File: src/sv/yuv_box_outline_overlay_assert.svh
// Assertion macros shared by the overlay RTL.
`ifndef YUV_BOX_OUTLINE_OVERLAY_ASSERT_SVH
`define YUV_BOX_OUTLINE_OVERLAY_ASSERT_SVH

// Implication checked on every rising clock edge, muted while reset is asserted.
`define OVL_ASSERT_IMPL(label, ante, cons, msg) \
    label: assert property (@(posedge clk) disable iff (!rst_n) (ante) |-> (cons)) \
        else $error(msg);

// Next-cycle implication checked on every rising clock edge, muted during reset.
`define OVL_ASSERT_NEXT(label, ante, cons, msg) \
    label: assert property (@(posedge clk) disable iff (!rst_n) (ante) |=> (cons)) \
        else $error(msg);

`endif

File: src/sv/ybo_pkg.sv
// Package with register map, palette tables and widths for the box outline overlay.
`timescale 1ns / 1ps
`default_nettype none

package ybo_pkg;

    localparam int unsigned MAX_DIM_DEFAULT = 4096;

    localparam int unsigned COORD_W = 12;
    localparam int unsigned DIM_W   = 13;
    localparam int unsigned SUM_W   = 14;
    localparam int unsigned ADDR_W  = 5;
    localparam int unsigned DATA_W  = 32;

    typedef enum logic [2:0] {
        REG_FRAME_WIDTH  = 3'd0,
        REG_FRAME_HEIGHT = 3'd1,
        REG_BOX_LEFT     = 3'd2,
        REG_BOX_TOP      = 3'd3,
        REG_BOX_WIDTH    = 3'd4,
        REG_BOX_HEIGHT   = 3'd5,
        REG_PALETTE      = 3'd6,
        REG_CHROMA_FMT   = 3'd7
    } reg_index_t;

    localparam logic [3:0] PAL_GREEN = 4'd8;

    typedef logic [7:0]  luma_t;
    typedef logic [15:0] chroma_t;

    localparam luma_t PAL_Y [0:8] = '{
        8'hFF, 8'h00, 8'h6A, 8'hAA, 8'h1D, 8'hE1, 8'hAD, 8'h4C, 8'h95
    };

    localparam chroma_t PAL_UV [0:8] = '{
        16'h8080, 16'h8080, 16'hDECA, 16'h10A6, 16'h6BFF,
        16'h9400, 16'hBA1E, 16'hFF54, 16'h152B
    };

    // Outline hit flags for one axis.
    typedef struct packed {
        logic in_box;
        logic interior;
    } axis_hit_t;

endpackage

`default_nettype wire

File: src/sv/yuv_box_outline_overlay.sv
// Top level of the streaming rectangle outline overlay for NV12 / NV16 frames.
// Pipeline: 3 register stages (position map, compares, output register).
// Throughput: one sample per clock; the pipeline moves whenever the output register is free.
// Stalls on the master side hold every stage; no item is lost or repeated.
// Reset (rst_n, asynchronous, active low) empties the pipeline and loads the register
// defaults: a 1920x1080 frame, an empty box at the origin, green color, NV12 chroma.
`timescale 1ns / 1ps
`default_nettype none

`include "yuv_box_outline_overlay_assert.svh"

module yuv_box_outline_overlay #(
    parameter int unsigned MAX_DIM = ybo_pkg::MAX_DIM_DEFAULT
) (
    input  wire logic                        clk,
    input  wire logic                        rst_n,

    // Configuration port.
    input  wire logic                        psel,
    input  wire logic                        penable,
    input  wire logic                        pwrite,
    input  wire logic [ybo_pkg::ADDR_W-1:0]  paddr,
    input  wire logic [ybo_pkg::DATA_W-1:0]  pwdata,
    output logic      [ybo_pkg::DATA_W-1:0]  prdata,
    output logic                             pready,

    // Input samples.
    input  wire logic                        s_tvalid,
    output logic                             s_tready,
    input  wire logic [39:0]                 s_tdata,   // column[11:0], row[23:12], sample_in[39:24]
    input  wire logic                        s_tuser,   // plane_select[0]

    // Output samples.
    output logic                             m_tvalid,
    input  wire logic                        m_tready,
    output logic      [15:0]                 m_tdata,   // sample_out[15:0]
    output logic                             m_tuser    // painted[0]
);

    import ybo_pkg::*;

    // ------------------------------------------------------------------
    // Configuration registers.
    // ------------------------------------------------------------------
    logic [DIM_W-1:0]   frame_width_reg;
    logic [DIM_W-1:0]   frame_height_reg;
    logic [COORD_W-1:0] box_left_reg;
    logic [COORD_W-1:0] box_top_reg;
    logic [DIM_W-1:0]   box_width_reg;
    logic [DIM_W-1:0]   box_height_reg;
    logic [3:0]         palette_index_reg;
    logic               chroma_format_reg;

    logic               cfg_write;
    reg_index_t         cfg_index;

    assign pready    = 1'b1;
    assign cfg_write = psel && penable && pwrite && pready;
    assign cfg_index = reg_index_t'(paddr[ADDR_W-1:2]);

    always_ff @(posedge clk or negedge rst_n)
    begin
        if (!rst_n)
        begin
            frame_width_reg   <= DIM_W'(1920);
            frame_height_reg  <= DIM_W'(1080);
            box_left_reg      <= '0;
            box_top_reg       <= '0;
            box_width_reg     <= '0;
            box_height_reg    <= '0;
            palette_index_reg <= PAL_GREEN;
            chroma_format_reg <= 1'b0;
        end
        else if (cfg_write)
        begin
            unique case (cfg_index)
                REG_FRAME_WIDTH:  frame_width_reg   <= pwdata[DIM_W-1:0];
                REG_FRAME_HEIGHT: frame_height_reg  <= pwdata[DIM_W-1:0];
                REG_BOX_LEFT:     box_left_reg      <= pwdata[COORD_W-1:0];
                REG_BOX_TOP:      box_top_reg       <= pwdata[COORD_W-1:0];
                REG_BOX_WIDTH:    box_width_reg     <= pwdata[DIM_W-1:0];
                REG_BOX_HEIGHT:   box_height_reg    <= pwdata[DIM_W-1:0];
                REG_PALETTE:      palette_index_reg <= pwdata[3:0];
                REG_CHROMA_FMT:   chroma_format_reg <= pwdata[0];
                default:          ;
            endcase
        end
    end

    always_comb
    begin
        unique case (cfg_index)
            REG_FRAME_WIDTH:  prdata = DATA_W'(frame_width_reg);
            REG_FRAME_HEIGHT: prdata = DATA_W'(frame_height_reg);
            REG_BOX_LEFT:     prdata = DATA_W'(box_left_reg);
            REG_BOX_TOP:      prdata = DATA_W'(box_top_reg);
            REG_BOX_WIDTH:    prdata = DATA_W'(box_width_reg);
            REG_BOX_HEIGHT:   prdata = DATA_W'(box_height_reg);
            REG_PALETTE:      prdata = DATA_W'(palette_index_reg);
            REG_CHROMA_FMT:   prdata = DATA_W'(chroma_format_reg);
            default:          prdata = '0;
        endcase
    end

    // ------------------------------------------------------------------
    // Box edges derived from the registers. These are recomputed every
    // cycle, so they settle in the cycle after a write, which is before any
    // sample accepted after that write reaches the compare stage.
    // ------------------------------------------------------------------
    logic [DIM_W-1:0] lim_x;
    logic [DIM_W-1:0] lim_y;
    logic [SUM_W-1:0] right_sum;
    logic [SUM_W-1:0] bottom_sum;

    logic [DIM_W-1:0] x1_next, x2_next, y1_next, y2_next;
    logic [DIM_W-1:0] x1_reg,  x2_reg,  y1_reg,  y2_reg;
    logic [SUM_W-1:0] x1p2_reg, y1p2_reg;
    luma_t            color_y_reg;
    chroma_t          color_uv_reg;
    logic [3:0]       pal_sel;

    // The usable frame size saturates at MAX_DIM.
    assign lim_x = (32'(frame_width_reg) > MAX_DIM)  ? DIM_W'(MAX_DIM) : frame_width_reg;
    assign lim_y = (32'(frame_height_reg) > MAX_DIM) ? DIM_W'(MAX_DIM) : frame_height_reg;

    // The edge sums keep their carry, so a box running past the frame clamps
    // instead of wrapping.
    assign right_sum  = SUM_W'(box_left_reg) + SUM_W'(box_width_reg);
    assign bottom_sum = SUM_W'(box_top_reg) + SUM_W'(box_height_reg);

    assign x1_next = (DIM_W'(box_left_reg) > lim_x) ? lim_x : DIM_W'(box_left_reg);
    assign y1_next = (DIM_W'(box_top_reg) > lim_y)  ? lim_y : DIM_W'(box_top_reg);
    assign x2_next = (right_sum > SUM_W'(lim_x))  ? lim_x : right_sum[DIM_W-1:0];
    assign y2_next = (bottom_sum > SUM_W'(lim_y)) ? lim_y : bottom_sum[DIM_W-1:0];

    // Palette codes above the last named color all select green.
    assign pal_sel = (palette_index_reg > PAL_GREEN) ? PAL_GREEN : palette_index_reg;

    always_ff @(posedge clk)
    begin
        x1_reg       <= x1_next;
        x2_reg       <= x2_next;
        y1_reg       <= y1_next;
        y2_reg       <= y2_next;
        x1p2_reg     <= SUM_W'(x1_next) + SUM_W'(2);
        y1p2_reg     <= SUM_W'(y1_next) + SUM_W'(2);
        color_y_reg  <= PAL_Y[pal_sel];
        color_uv_reg <= PAL_UV[pal_sel];
    end

    // ------------------------------------------------------------------
    // Pipeline control. All stages advance together whenever the output
    // register is empty or its transfer completes this cycle.
    // ------------------------------------------------------------------
    logic advance;
    logic v1_reg, v2_reg, v3_reg;

    assign advance  = !v3_reg || m_tready;
    assign s_tready = advance;

    always_ff @(posedge clk or negedge rst_n)
    begin
        if (!rst_n)
        begin
            v1_reg <= 1'b0;
            v2_reg <= 1'b0;
            v3_reg <= 1'b0;
        end
        else if (advance)
        begin
            v1_reg <= s_tvalid;
            v2_reg <= v1_reg;
            v3_reg <= v2_reg;
        end
    end

    // ------------------------------------------------------------------
    // Stage 1: map the sample to the co-sited luma position. A chroma pair
    // covers two luma columns; in NV12 it also covers two luma rows.
    // ------------------------------------------------------------------
    logic [COORD_W-1:0] in_column;
    logic [COORD_W-1:0] in_row;
    logic [15:0]        in_sample;

    logic [DIM_W-1:0]   lx_next, ly_next;
    logic [DIM_W-1:0]   lx_reg,  ly_reg;
    logic               plane1_reg;
    logic [15:0]        sample1_reg;

    assign in_column = s_tdata[11:0];
    assign in_row    = s_tdata[23:12];
    assign in_sample = s_tdata[39:24];

    assign lx_next = s_tuser ? {in_column, 1'b0} : DIM_W'(in_column);
    assign ly_next = (s_tuser && !chroma_format_reg) ? {in_row, 1'b0} : DIM_W'(in_row);

    always_ff @(posedge clk)
    begin
        if (advance)
        begin
            lx_reg      <= lx_next;
            ly_reg      <= ly_next;
            plane1_reg  <= s_tuser;
            sample1_reg <= in_sample;
        end
    end

    // ------------------------------------------------------------------
    // Stage 2: per-axis compares against the box and against the interior
    // shrunk by two. The upper interior bound is tested as pos + 2 < edge,
    // which stays correct when the box is narrower than two pixels.
    // ------------------------------------------------------------------
    axis_hit_t   hx_next, hy_next;
    axis_hit_t   hx_reg,  hy_reg;
    logic        plane2_reg;
    logic [15:0] sample2_reg;

    always_comb
    begin
        hx_next.in_box   = (lx_reg >= x1_reg) && (lx_reg < x2_reg);
        hx_next.interior = (SUM_W'(lx_reg) >= x1p2_reg)
                           && ((SUM_W'(lx_reg) + SUM_W'(2)) < SUM_W'(x2_reg));
        hy_next.in_box   = (ly_reg >= y1_reg) && (ly_reg < y2_reg);
        hy_next.interior = (SUM_W'(ly_reg) >= y1p2_reg)
                           && ((SUM_W'(ly_reg) + SUM_W'(2)) < SUM_W'(y2_reg));
    end

    always_ff @(posedge clk)
    begin
        if (advance)
        begin
            hx_reg      <= hx_next;
            hy_reg      <= hy_next;
            plane2_reg  <= plane1_reg;
            sample2_reg <= sample1_reg;
        end
    end

    // ------------------------------------------------------------------
    // Stage 3: a sample is painted inside the box but outside its interior.
    // Unpainted luma passes its low byte only.
    // ------------------------------------------------------------------
    logic        hit;
    logic [15:0] sample_out_next;
    logic [15:0] sample_out_reg;
    logic        painted_reg;
    logic        plane3_reg;

    assign hit = hx_reg.in_box && hy_reg.in_box && !(hx_reg.interior && hy_reg.interior);

    always_comb
    begin
        if (plane2_reg)
        begin
            sample_out_next = hit ? color_uv_reg : sample2_reg;
        end
        else
        begin
            sample_out_next = {8'h00, (hit ? color_y_reg : sample2_reg[7:0])};
        end
    end

    always_ff @(posedge clk)
    begin
        if (advance)
        begin
            sample_out_reg <= sample_out_next;
            painted_reg    <= hit;
            plane3_reg     <= plane2_reg;
        end
    end

    assign m_tvalid = v3_reg;
    assign m_tdata  = sample_out_reg;
    assign m_tuser  = painted_reg;

    // ------------------------------------------------------------------
    // Assertions.
    // ------------------------------------------------------------------
    `OVL_ASSERT_NEXT(a_accept_enters_pipe, s_tvalid && s_tready, v1_reg,
        "accepted sample did not enter the first stage")
    `OVL_ASSERT_IMPL(a_luma_upper_zero, m_tvalid && !plane3_reg, m_tdata[15:8] == 8'h00,
        "luma result carries a nonzero upper byte")
    `OVL_ASSERT_NEXT(a_outside_not_painted, advance && v2_reg && !hx_reg.in_box,
        m_tvalid && !m_tuser, "sample outside the box columns was painted")
    `OVL_ASSERT_NEXT(a_interior_not_painted,
        advance && v2_reg && hx_reg.interior && hy_reg.interior,
        m_tvalid && !m_tuser, "sample in the box interior was painted")

endmodule

`default_nettype wire

File: config.mk
export PLATFORM = sky130hd
export DESIGN_NAME = yuv_box_outline_overlay
export DESIGN_NICKNAME = d
export VERILOG_FILES = /design/src/sv/ybo_pkg.sv /design/src/sv/yuv_box_outline_overlay.sv
export VERILOG_INCLUDE_DIRS = /design/src /design/src/sv
export SDC_FILE = /design/constraint.sdc
export NUM_CORES = 1
export LEC_CHECK = 0
export ABC_AREA = 1
export BUFFER_PORTS_ARGS = -buffer_cell sky130_fd_sc_hd__buf_2
export CORE_UTILIZATION = 55
export DETAILED_ROUTE_END_ITERATION = 10
export PLACE_DENSITY = 0.88
export REMOVE_ABC_BUFFERS = 1
export SYNTH_ARGS = -nofsm -noshare
export SYNTH_HDL_FRONTEND = slang
export SYNTH_SLANG_ARGS = --single-unit
File: constraint.sdc
create_clock -name clk -period 4.9 [get_ports clk]
set_input_delay 1.47 -clock clk [delete_from_list [all_inputs] [get_ports clk]]
set_output_delay 1.47 -clock clk [all_outputs]
set_load 0.05 [all_outputs]
# Yosys cells after proc, flatten, opt, wreduce, memory -nomap -nowiden

Memory sizes are Yosys's and may differ from the RTL's. A register that Yosys moved wholly into a read port is not among the register bits.
Index checks and enable logic that the tools add are counted.

Add/subtract/negate cells: 6
$mul: 0
Divide/modulo/power cells: 0
Magnitude comparators: 15
Equal/unequal tests: 7
Shifts and indexed selects: 0
Multiplexer cells: 13
Bitwise gates (word level): 1
Reductions and logical operators: 23

Operators with widths:

| operator                                                              | count |
|---|---|
| 32-bit case mux with 8 select lines                                   | 1 |
| 13-bit 2-to-1 mux                                                     | 6 |
| 13-bit by 2-bit adder with 14-bit output, second input constant       | 4 |
| 12-bit by 13-bit adder with 14-bit output                             | 2 |
| 13-bit by 14-bit greater-or-equal comparator with 1-bit output        | 2 |
| 14-bit by 13-bit greater-than comparator with 1-bit output            | 2 |
| 14-bit by 13-bit < comparator with 1-bit output                       | 2 |
| 13-bit greater-or-equal comparator                                    | 2 |
| 12-bit by 13-bit greater-than comparator with 1-bit output            | 2 |
| 13-bit greater-than comparator, second input constant                 | 2 |
| 13-bit < comparator                                                   | 2 |
| 12-bit 2-to-1 mux                                                     | 2 |
| 16-bit 2-to-1 mux                                                     | 1 |
| 8-bit 2-to-1 mux                                                      | 2 |
| 2-bit AND reduction                                                   | 8 |
| 3-bit equality test, second input constant                            | 4 |
| 1-bit logical AND                                                     | 10 |
| 3-bit by 2-bit equality test with 1-bit output, second input constant | 2 |
| 4-bit inverter with 5-bit output                                      | 1 |
| 4-bit greater-than comparator, second input constant                  | 1 |
| 4-bit 2-to-1 mux                                                      | 1 |
| 3-bit by 1-bit equality test with 1-bit output, second input constant | 1 |
| 1-bit zero test                                                       | 3 |
| 3-bit zero test                                                       | 1 |
| 1-bit logical OR                                                      | 1 |

Register bits: 245
Latch bits: 0
RAM bits: 0
Bits in read-only memories: 384
Bits of input ports: 85
Word-level logic and storage cells: 101
Memories: 2

Memories:

| memory           | depth | bits a word | rd ports | clocked after Yosys merged registers in | wr ports | line                           | text |
|---|---|---|---|---|---|---|---|
| (name not given) | 16    | 16          | 1        | 1                                       | 0        | yuv_box_outline_overlay.sv:148 | `color_uv_reg <= PAL_UV[pal_sel];` |
| (name not given) | 16    | 8           | 1        | 1                                       | 0        | yuv_box_outline_overlay.sv:147 | `color_y_reg <= PAL_Y[pal_sel];` |

# Depth between registers and ports, before layout

Gate-level depths: netlist (run 1).

Word-level depth: 5
Mapped depth: 25
Mapped depth without buffers: 24

# Least setup slack after synthesis (run 1)

Ideal clock, no wire load.

Path type: input to output
Start point: input m_tready
End point: output s_tready
Arrival: 3.582 ns
Required time: 3.430 ns
Slack: -0.152 ns
Stages on the path: 2
Buffers on the path: 0
Cells stage by stage: inv_1 -> nand2_1

Longest elaborated chain between the ends: 1

Ends and longest elaborated chain:

| what             | line                           | text |
|---|---|---|
| from (decl)      | yuv_box_outline_overlay.sv:35  | `input wire logic m_tready,` |
| 1-bit logical OR | yuv_box_outline_overlay.sv:158 | `assign advance = !v3_reg \|\| m_tready;` |
| to (decl)        | yuv_box_outline_overlay.sv:29  | `output logic s_tready,` |

No other way between the ends.

# Final worst setup path (run 1)

Start point: input paddr[2] in the netlist's numbering
End point: output prdata[9] in the netlist's numbering

Longest elaborated chain between the ends: 2
Elaborated cells between the ends (all ways): 9

Ends and longest elaborated chain:

| what                                              | line                          | text |
|---|---|---|
| from (decl)                                       | yuv_box_outline_overlay.sv:22 | `input wire logic [ybo_pkg::ADDR_W-1:0] paddr,` |
| 3-bit equality test, or another cell as far along | yuv_box_outline_overlay.sv:92 | `unique case (cfg_index)` |
| 32-bit case mux with 8 select lines (*)           | yuv_box_outline_overlay.sv:92 |  |
| to (decl)                                         | yuv_box_outline_overlay.sv:24 | `output logic [ybo_pkg::DATA_W-1:0] prdata,` |

Every way passes the cells marked *; elsewhere a longest branch is shown, timed or not. The select of a mux whose other input is x is not followed.

==> results.sh, run 1 <==
export IMPL_finalClockSkew_ns=0.0285
export IMPL_worst_min_delay_path_startpoint="sample1_reg[13]$_DFFE_PP_"
export IMPL_p_leak_uw=0.00850
export IMPL_die_w_um=172
export IMPL_r2r_start="frame_height_reg[6]$_DFFE_PN0P_"
export IMPL_cts_htree_levels=1
export IMPL_i_o_pin_total=137
export IMPL_worst_path_max_fanout=11
export IMPL_flip_flop_and_latch_count_after_synthesis=264
export IMPL_cts_repair_resize_count=0
export IMPL_timing_critical_path_arrival_ns=2.94
export IMPL_maximum_number_of_pins_on_one_net_before_global_route_repair=85
export IMPL_clk_pin_slew_ns=0.06
export IMPL_grt_setup_unrepaired="no"
export IMPL_pwr_density_cell_nw_per_um2=560
export IMPL_grt_overall_usage_pct=28.3
export IMPL_worst_r2r_setup_slack_ns=0.97
export IMPL_grt_pass1_wl_um=64800
export IMPL_grt_remaining_overflow=0
export IMPL_clk_path_buf_depth=3
export IMPL_synth_area_sq_um=15800
export IMPL_uppermost_signal_routing_layer_after_detailed_routing="met4"
export IMPL_worst_ir_drop_vdd_uv=444
export IMPL_post_cts_buffers=0
export IMPL_detailroute_via_count=13300
export IMPL_synth_top_cell_area_share_pct=15.4
export IMPL_finalWirelength_um=41300
export IMPL_std_cell_rows=61
export IMPL_synth_lib_cells_used_distinct=58
export IMPL_tritoncts_num_sinks=264
export IMPL_tritoncts="built"
export IMPL_dr_wl_met2_um=19300
export IMPL_worst_setup_path_type="input pin to output pin"
export IMPL_place_inst=2362
export IMPL_timing_final_setup_violations=0
export IMPL_final_period_minus_worst_setup_slack_ns=4.41
export IMPL_cts_root_buf="clkbuf_16"
export IMPL_dr_pass1_iters=6
export IMPL_vias_per_cell=5.50
export IMPL_die_height_um=172
export IMPL_holdWs_ns=0.422
export IMPL_max_stage_delay_ns=0.31
export IMPL_yosysTopAreaCell="edfxtp_1"
export IMPL_predominant_post_synthesis_flop_cell="dfxtp_1"
export IMPL_cpLargestDelayFamily="buffers and inverters"
export IMPL_synthesis_instances=1914
export IMPL_syn_area_cell_sq_um=8.26
export IMPL_post_layout_utilization_of_the_core_pct=62.4
export IMPL_placeableCoreArea_sq_um=28000
export IMPL_netlist_top_cells_count="nand2_1 (438), inv_1 (265), ha_1 (182)"
export IMPL_start_util_pct=56.4
export IMPL_met1Wirelength_um=17400
export IMPL_die_area_sq_um=29400
export IMPL_drt_drc_violations_left=0
export IMPL_finalMaxSlewViolations=0
export IMPL_met3_length_um=3070
export IMPL_most_common_cell_in_the_netlist="nand2_1"
export IMPL_count_of_hold_buffers_inserted_by_post_cts_repair=0
export IMPL_synth_async_sr_flop_share_pct=31.8
export IMPL_reg2regPathDepth=24
export IMPL_finalHoldViolations=0
export IMPL_first_global_vias=12900
export IMPL_number_of_enable_type_register_cells_in_the_synthesized_netlist=81
export IMPL_path_cells="buf_2 > inv_1 > nor3_1 > buf_4 > inv_1 > nor2_1 > a221oi_1 > o2111ai_1 > buf_2"
export IMPL_clock_insertion_delay_worst_skew_ns=0.55
export IMPL_areaGrowthSynthToFinish_pct=10.6
export IMPL_synth_seq_area_share_pct=41.3
export IMPL_antenna_found_initial=0
export IMPL_period_share_pct=90.0
export IMPL_drtIter0Drc=918
export IMPL_status="finished, final reports clean"
export IMPL_antennaDiodeCount=0
export IMPL_drive_gt1_share_pct=11.0
export IMPL_io_buffers=95
export IMPL_hold_class="flop to flop"
export IMPL_timing_worst_slew_pin_value_ns=1.17
export IMPL_cpMaxStageDelayCell="a221oi_1"
export IMPL_numCtsBuffers=27
export IMPL_routabilityCongestion=0.971
export IMPL_cp_startpoint="paddr[2]"
export IMPL_nets=2282
export IMPL_synth_top_cells_by_area="edfxtp_1 (15%), ha_1 (14%), dfxtp_1 (13%)"
export IMPL_worstSetupStartpointType="input pin"
export IMPL_worst_r2r_endpoint="y1p2_reg[11]$_DFF_P_"
export IMPL_crit_path_end_kind="output pin"
export IMPL_critPathRequiredTime_ns=3.43
export IMPL_critPathBufInv=5
export IMPL_routed_wire_length_per_instance_um=17.1
export IMPL_hold_path_depth=0
export IMPL_timing_hold_worst_endpoint="sample2_reg[13]$_DFFE_PP_"
export IMPL_fin_cells=2412
export IMPL_maxClockFrequency_ghz=0.227
export IMPL_antenna_left=0
export IMPL_max_slew_margin_pct=21.1
export IMPL_maxCapViolations=0
export IMPL_dp_hpwl_um=32000
export IMPL_ys_warnings_count=0
## placed cells by master, fill, tap and decap left out, types with 3 or more instances in the layout
cell type	netlist	routed
edfxtp_1	81	81
nand3b_1	9	9
clkinv_4	0	5
inv_2	6	6
nor2_4	5	5
nor4_1	5	5
nor2_1	147	147
clkbuf_16	0	28
ha_1	182	182
a31oi_1	14	14
conb_1	2	24
nand3_1	89	89
nor2_2	6	6
clkinv_1	2	4
xor2_1	37	37
a221oi_1	11	11
o22ai_1	10	10
nand2_2	22	22
o21ai_2	4	4
nor3_1	17	17
o2111ai_1	12	12
dfstp_2	9	9
xnor2_1	10	10
o21ai_1	3	3
nand4_1	14	14
nand2_1	438	437
o211ai_1	9	9
buf_4	24	9
a21o_1	12	12
clkinvlp_4	0	6
dfrtp_1	75	75
buf_2	4	94
o21ai_0	112	112
nand2_4	3	4
dfxtp_1	99	99
clkbuf_8	0	3
nand3_2	5	5
a21oi_1	118	118
inv_1	265	265
## worst reg2reg max path, cell delays in order (launching register included)
cell      delay, ns
dfrtp_1        0.39
inv_1          0.20
nand2_1        0.11
nor3_1         0.22
nand2_1        0.18
nand2_2        0.15
inv_2          0.08
nor2_1         0.26
inv_1          0.13
ha_1           0.32
nand2_1        0.07
inv_1          0.07
nand3b_1       0.08
nand3_1        0.07
nand2_1        0.10
nand2_4        0.10
nand2_4        0.21
nand2_1        0.10
nand2_2        0.13
ha_1           0.26
nand3_1        0.13
nor2_2         0.22
nand3_1        0.11
nand2_1        0.07
nand2_1        0.06
## worst max path at each step
stage | slack, ns | depth (start not counted) | endpoint
after floorplan | -0.15 | 2 | s_tready
final | 0.49 | 9 | prdata[9]
after global placement | 0.54 | 8 | prdata[1]
after CTS | 0.52 | 8 | prdata[1]
after global routing | 0.22 | 8 | prdata[1]
after detailed placement | 0.52 | 8 | prdata[1]
## per-stage QoR
stage               power [uW]  instance area, sq um  TNS (ns)  worst slack, ns
floorplan                 6450                 15600    -0.152           -0.152
global placement          7410                 16600         0            0.540
detailed placement        7670                 16600         0            0.523
CTS                       9760                 17500         0            0.517
global route             10500                 17500         0            0.223
finish                    9790                 17500         0            0.492
## power breakdown
group	leakage (uW)	total, uW	internal [uW]	switching, uW
sequential	0.00268	3410	2950	460
combinational	0.00539	4320	1460	2870
clock	0.000425	2050	1160	895
## cell families after synthesis
group           count (synthesis)  synth area share (%)
flops                         264                  41.3
simple gates                  770                  21.2
mux                             2                 0.142
compound gates                316                  11.4
other cells                     2                0.0475
buf+inv                       329                  8.63
fa+ha+maj                     184                  14.7
xor+xnor                       47                  2.60
## per-layer routing
layer  vias to the layer above  track usage (%)
met5                         -                0
met3                       108             5.13
met2                       521             47.6
met1                      6158             36.0
met4                         0             11.2
li1                       6486                -
## final cells by class
type,count,area (sq um)
flip-flops and latches,264,6530
clock inverters,18,158
fillers,2316,10500
repair buffers,103,538
clock buffers,32,746
inverters,274,1030
multi-input cells,1343,8010
well taps,378,473
(Power assumes the default switching activity.)
==> run 2: changes to the inputs <==
--- a/config.mk
+++ b/config.mk
@@ -10,6 +10,7 @@
 export BUFFER_PORTS_ARGS = -buffer_cell sky130_fd_sc_hd__buf_2
 export CORE_UTILIZATION = 55
 export DETAILED_ROUTE_END_ITERATION = 10
+export GPL_TIMING_DRIVEN = 0
 export PLACE_DENSITY = 0.88
 export REMOVE_ABC_BUFFERS = 1
 export SYNTH_ARGS = -nofsm -noshare
==> run 2 against run 1 <==
Effect of this change: combinational power fell by 1%; setup slack got worse by 0.42 ns; non-clock buffer count fell by 6; largest power group unchanged; sequential power barely moved; clock skew fell by 0.0074 ns.
==> results.sh, run 2 (same netlist as run 1, synthesis figures left out) <==
export IMPL_status="finished, final reports clean"
export IMPL_cts_htree_levels=1
export IMPL_routabilityCongestion=0.985
export IMPL_grt_remaining_overflow=0
export IMPL_cpMaxStageDelayCell="nor3_2"
export IMPL_timing_critical_path_arrival_ns=3.35
export IMPL_p_leak_uw=0.00853
export IMPL_seq_power_share_pct=34.7
export IMPL_grt_setup_unrepaired="no"
export IMPL_final_critical_path_setup_slack_ns=0.0761
export IMPL_critPathRequiredTime_ns=3.43
export IMPL_post_layout_utilization_of_the_core_pct=62.6
export IMPL_clk_path_buf_depth=3
export IMPL_nets=2277
export IMPL_drt_drc_violations_left=0
export IMPL_top_library_cells_by_usage_in_the_layout_fill_and_taps_aside="nand2_1 (437), inv_1 (265), ha_1 (182)"
export IMPL_grt_overall_usage_pct=27.3
export IMPL_drtIter0Drc=1271
export IMPL_routed_wire_length_per_instance_um=16.4
export IMPL_hold_class="flop to flop"
export IMPL_maxCapViolations=0
export IMPL_sequential_cell_area_sq_um=6530
export IMPL_dr_pass1_iters=6
export IMPL_numCtsBuffers=28
export IMPL_place_ws_ns=-0.267
export IMPL_die_w_um=172
export IMPL_combinationalPowerShare_pct=43.8
export IMPL_pwr_density_cell_nw_per_um2=557
export IMPL_timing_final_setup_violations=0
export IMPL_maximum_number_of_pins_on_one_net_before_global_route_repair=75
export IMPL_holdWs_ns=0.410
export IMPL_worst_ir_drop_vdd_uv=331
export IMPL_antenna_left=0
export IMPL_final_period_minus_worst_setup_slack_ns=4.82
export IMPL_i_o_pin_total=137
export IMPL_std_cell_rows=61
export IMPL_setup_tns_ns=0
export IMPL_power_share_switching_pct=42.2
export IMPL_worst_setup_path_type="input pin to output pin"
export IMPL_vias_per_cell=5.52
export IMPL_finalHoldViolations=0
export IMPL_max_slew_margin_pct=17.3
export IMPL_drive_gt1_share_pct=10.9
export IMPL_netSwitchingPower_uw=4120
export IMPL_grt_pass1_wl_um=63400
export IMPL_finalClockSkew_ns=0.0212
export IMPL_die_height_um=172
export IMPL_multi_input_comb_area_sq_um=8030
export IMPL_cts_root_buf="clkbuf_16"
export IMPL_tritoncts="built"
export IMPL_nFillCells=2353
export IMPL_detailroute_via_count=13300
export IMPL_clkPwrFrac_pct=21.5
export IMPL_antenna_found_initial=0
export IMPL_hold_path_depth=0
export IMPL_finalMaxSlewViolations=0
export IMPL_die_area_sq_um=29400
export IMPL_first_global_vias=13000
export IMPL_count_of_hold_buffers_inserted_by_post_cts_repair=0
export IMPL_clk_pin_slew_ns=0.06
export IMPL_worst_r2r_setup_slack_ns=1.06
export IMPL_period_share_pct=98.4
export IMPL_dp_hpwl_um=30400
export IMPL_internal_power_uw=5650
export IMPL_dpl_instance_area_sq_um=16600
export IMPL_max_stage_delay_ns=0.69
export IMPL_maxClockFrequency_ghz=0.207
export IMPL_placeableCoreArea_sq_um=28000
export IMPL_worst_path_max_fanout=11
export IMPL_layout_cells_most_common="nand2_1"
export IMPL_crit_path_end_kind="output pin"
export IMPL_io_buffers=95
export IMPL_clock_insertion_delay_worst_skew_ns=0.55
export IMPL_reg2regPathDepth=22
export IMPL_worstSetupStartpointType="input pin"
export IMPL_antennaDiodeCount=0
export IMPL_final_area_sq_um=17500
export IMPL_finalWirelength_um=39500
export IMPL_areaGrowthSynthToFinish_pct=10.9
export IMPL_start_util_pct=56.4
export IMPL_path_cells="buf_2 > inv_1 > nor3_2 > inv_1 > o22ai_1 > a21oi_1 > o2111ai_1 > buf_2"
export IMPL_tritoncts_num_sinks=264
export IMPL_timing_worst_slew_pin_value_ns=1.23
[run 2: changes by cell type in the layout (fill, tap and decap cells not counted), sizes merged]
cell      before  now
clkinv        10    7
bufinv         1    0
clkbuf        32   43
clkinvlp       6    1
buf          103   97
[run 2: repair_timing]
| item | 4_1_cts | 5_1_grt |
|---|---|---|
| buffers inserted | 0 | 0 |
| gates resized for setup | 3 | 2 |
| endpoints found under the setup margin | 12 | 2 |
| endpoints found under the hold margin | 0 | 0 |
[run 2: per-layer routing]
| layer | part of all wire, % | vias to the layer above | global-route usage, % |
|---|---|---|---|
| met5 | 0 | - | 0 |
| met4 | 4.0 | 0 | 11.6 |
| met3 | 7.8 | 114 | 4.00 |
| met2 | 46 | 566 | 44.4 |
| met1 | 42 | 6136 | 36.1 |
| li1 | - | 6478 | - |
[run 2: power by group through the flow]
stage / logic [uW] / clock network, uW / registers (uW)
global placement: 3980 / 0 / 3410
detailed placement: 4190 / 0 / 3420
floorplan: 3010 / 0 / 3440
CTS: 4240 / 2130 / 3380
finish: 4270 / 2100 / 3390
global route: 4860 / 2200 / 3440
[run 2: path summary, 6_finish.rpt]
kind                                       startpoint                               to
max                                          paddr[2]                       prdata[11]
min                          sample1_reg[3]$_DFFE_PP_         sample2_reg[3]$_DFFE_PP_
max reg2reg                box_top_reg[0]$_DFFE_PN0P_               y2_reg[10]$_DFF_P_
min reg2reg                  sample1_reg[3]$_DFFE_PP_         sample2_reg[3]$_DFFE_PP_
max in group asynchronous                       rst_n  frame_width_reg[10]$_DFFE_PN1P_
min in group asynchronous                       rst_n             m_tvalid$_DFFE_PN0P_
[run 2: per-stage QoR]
stage / cells / total power (uW)
after floorplan: 1881 / 6450
after global placement: 2354 / 7390
after detailed placement: 2356 / 7610
after CTS: 2408 / 9750
after global routing: 2408 / 10500
final: 2408 / 9760
[run 2: critical path: cells and delay by family]
kind | cells | cell delay (ns)
and+or+nand+nor | 1 | 0.69
AOI/OAI and AO/OA | 3 | 0.41
buffers and inverters | 4 | 0.77
[run 2: final cells by class]
class	count	area share, %
clock inverter	9	0.321
tap	378	2.70
sequential	264	37.2
clock buffer	43	5.02
timing repair buffer	97	3.04
multi-input combinational	1343	45.8
inverter	274	5.88
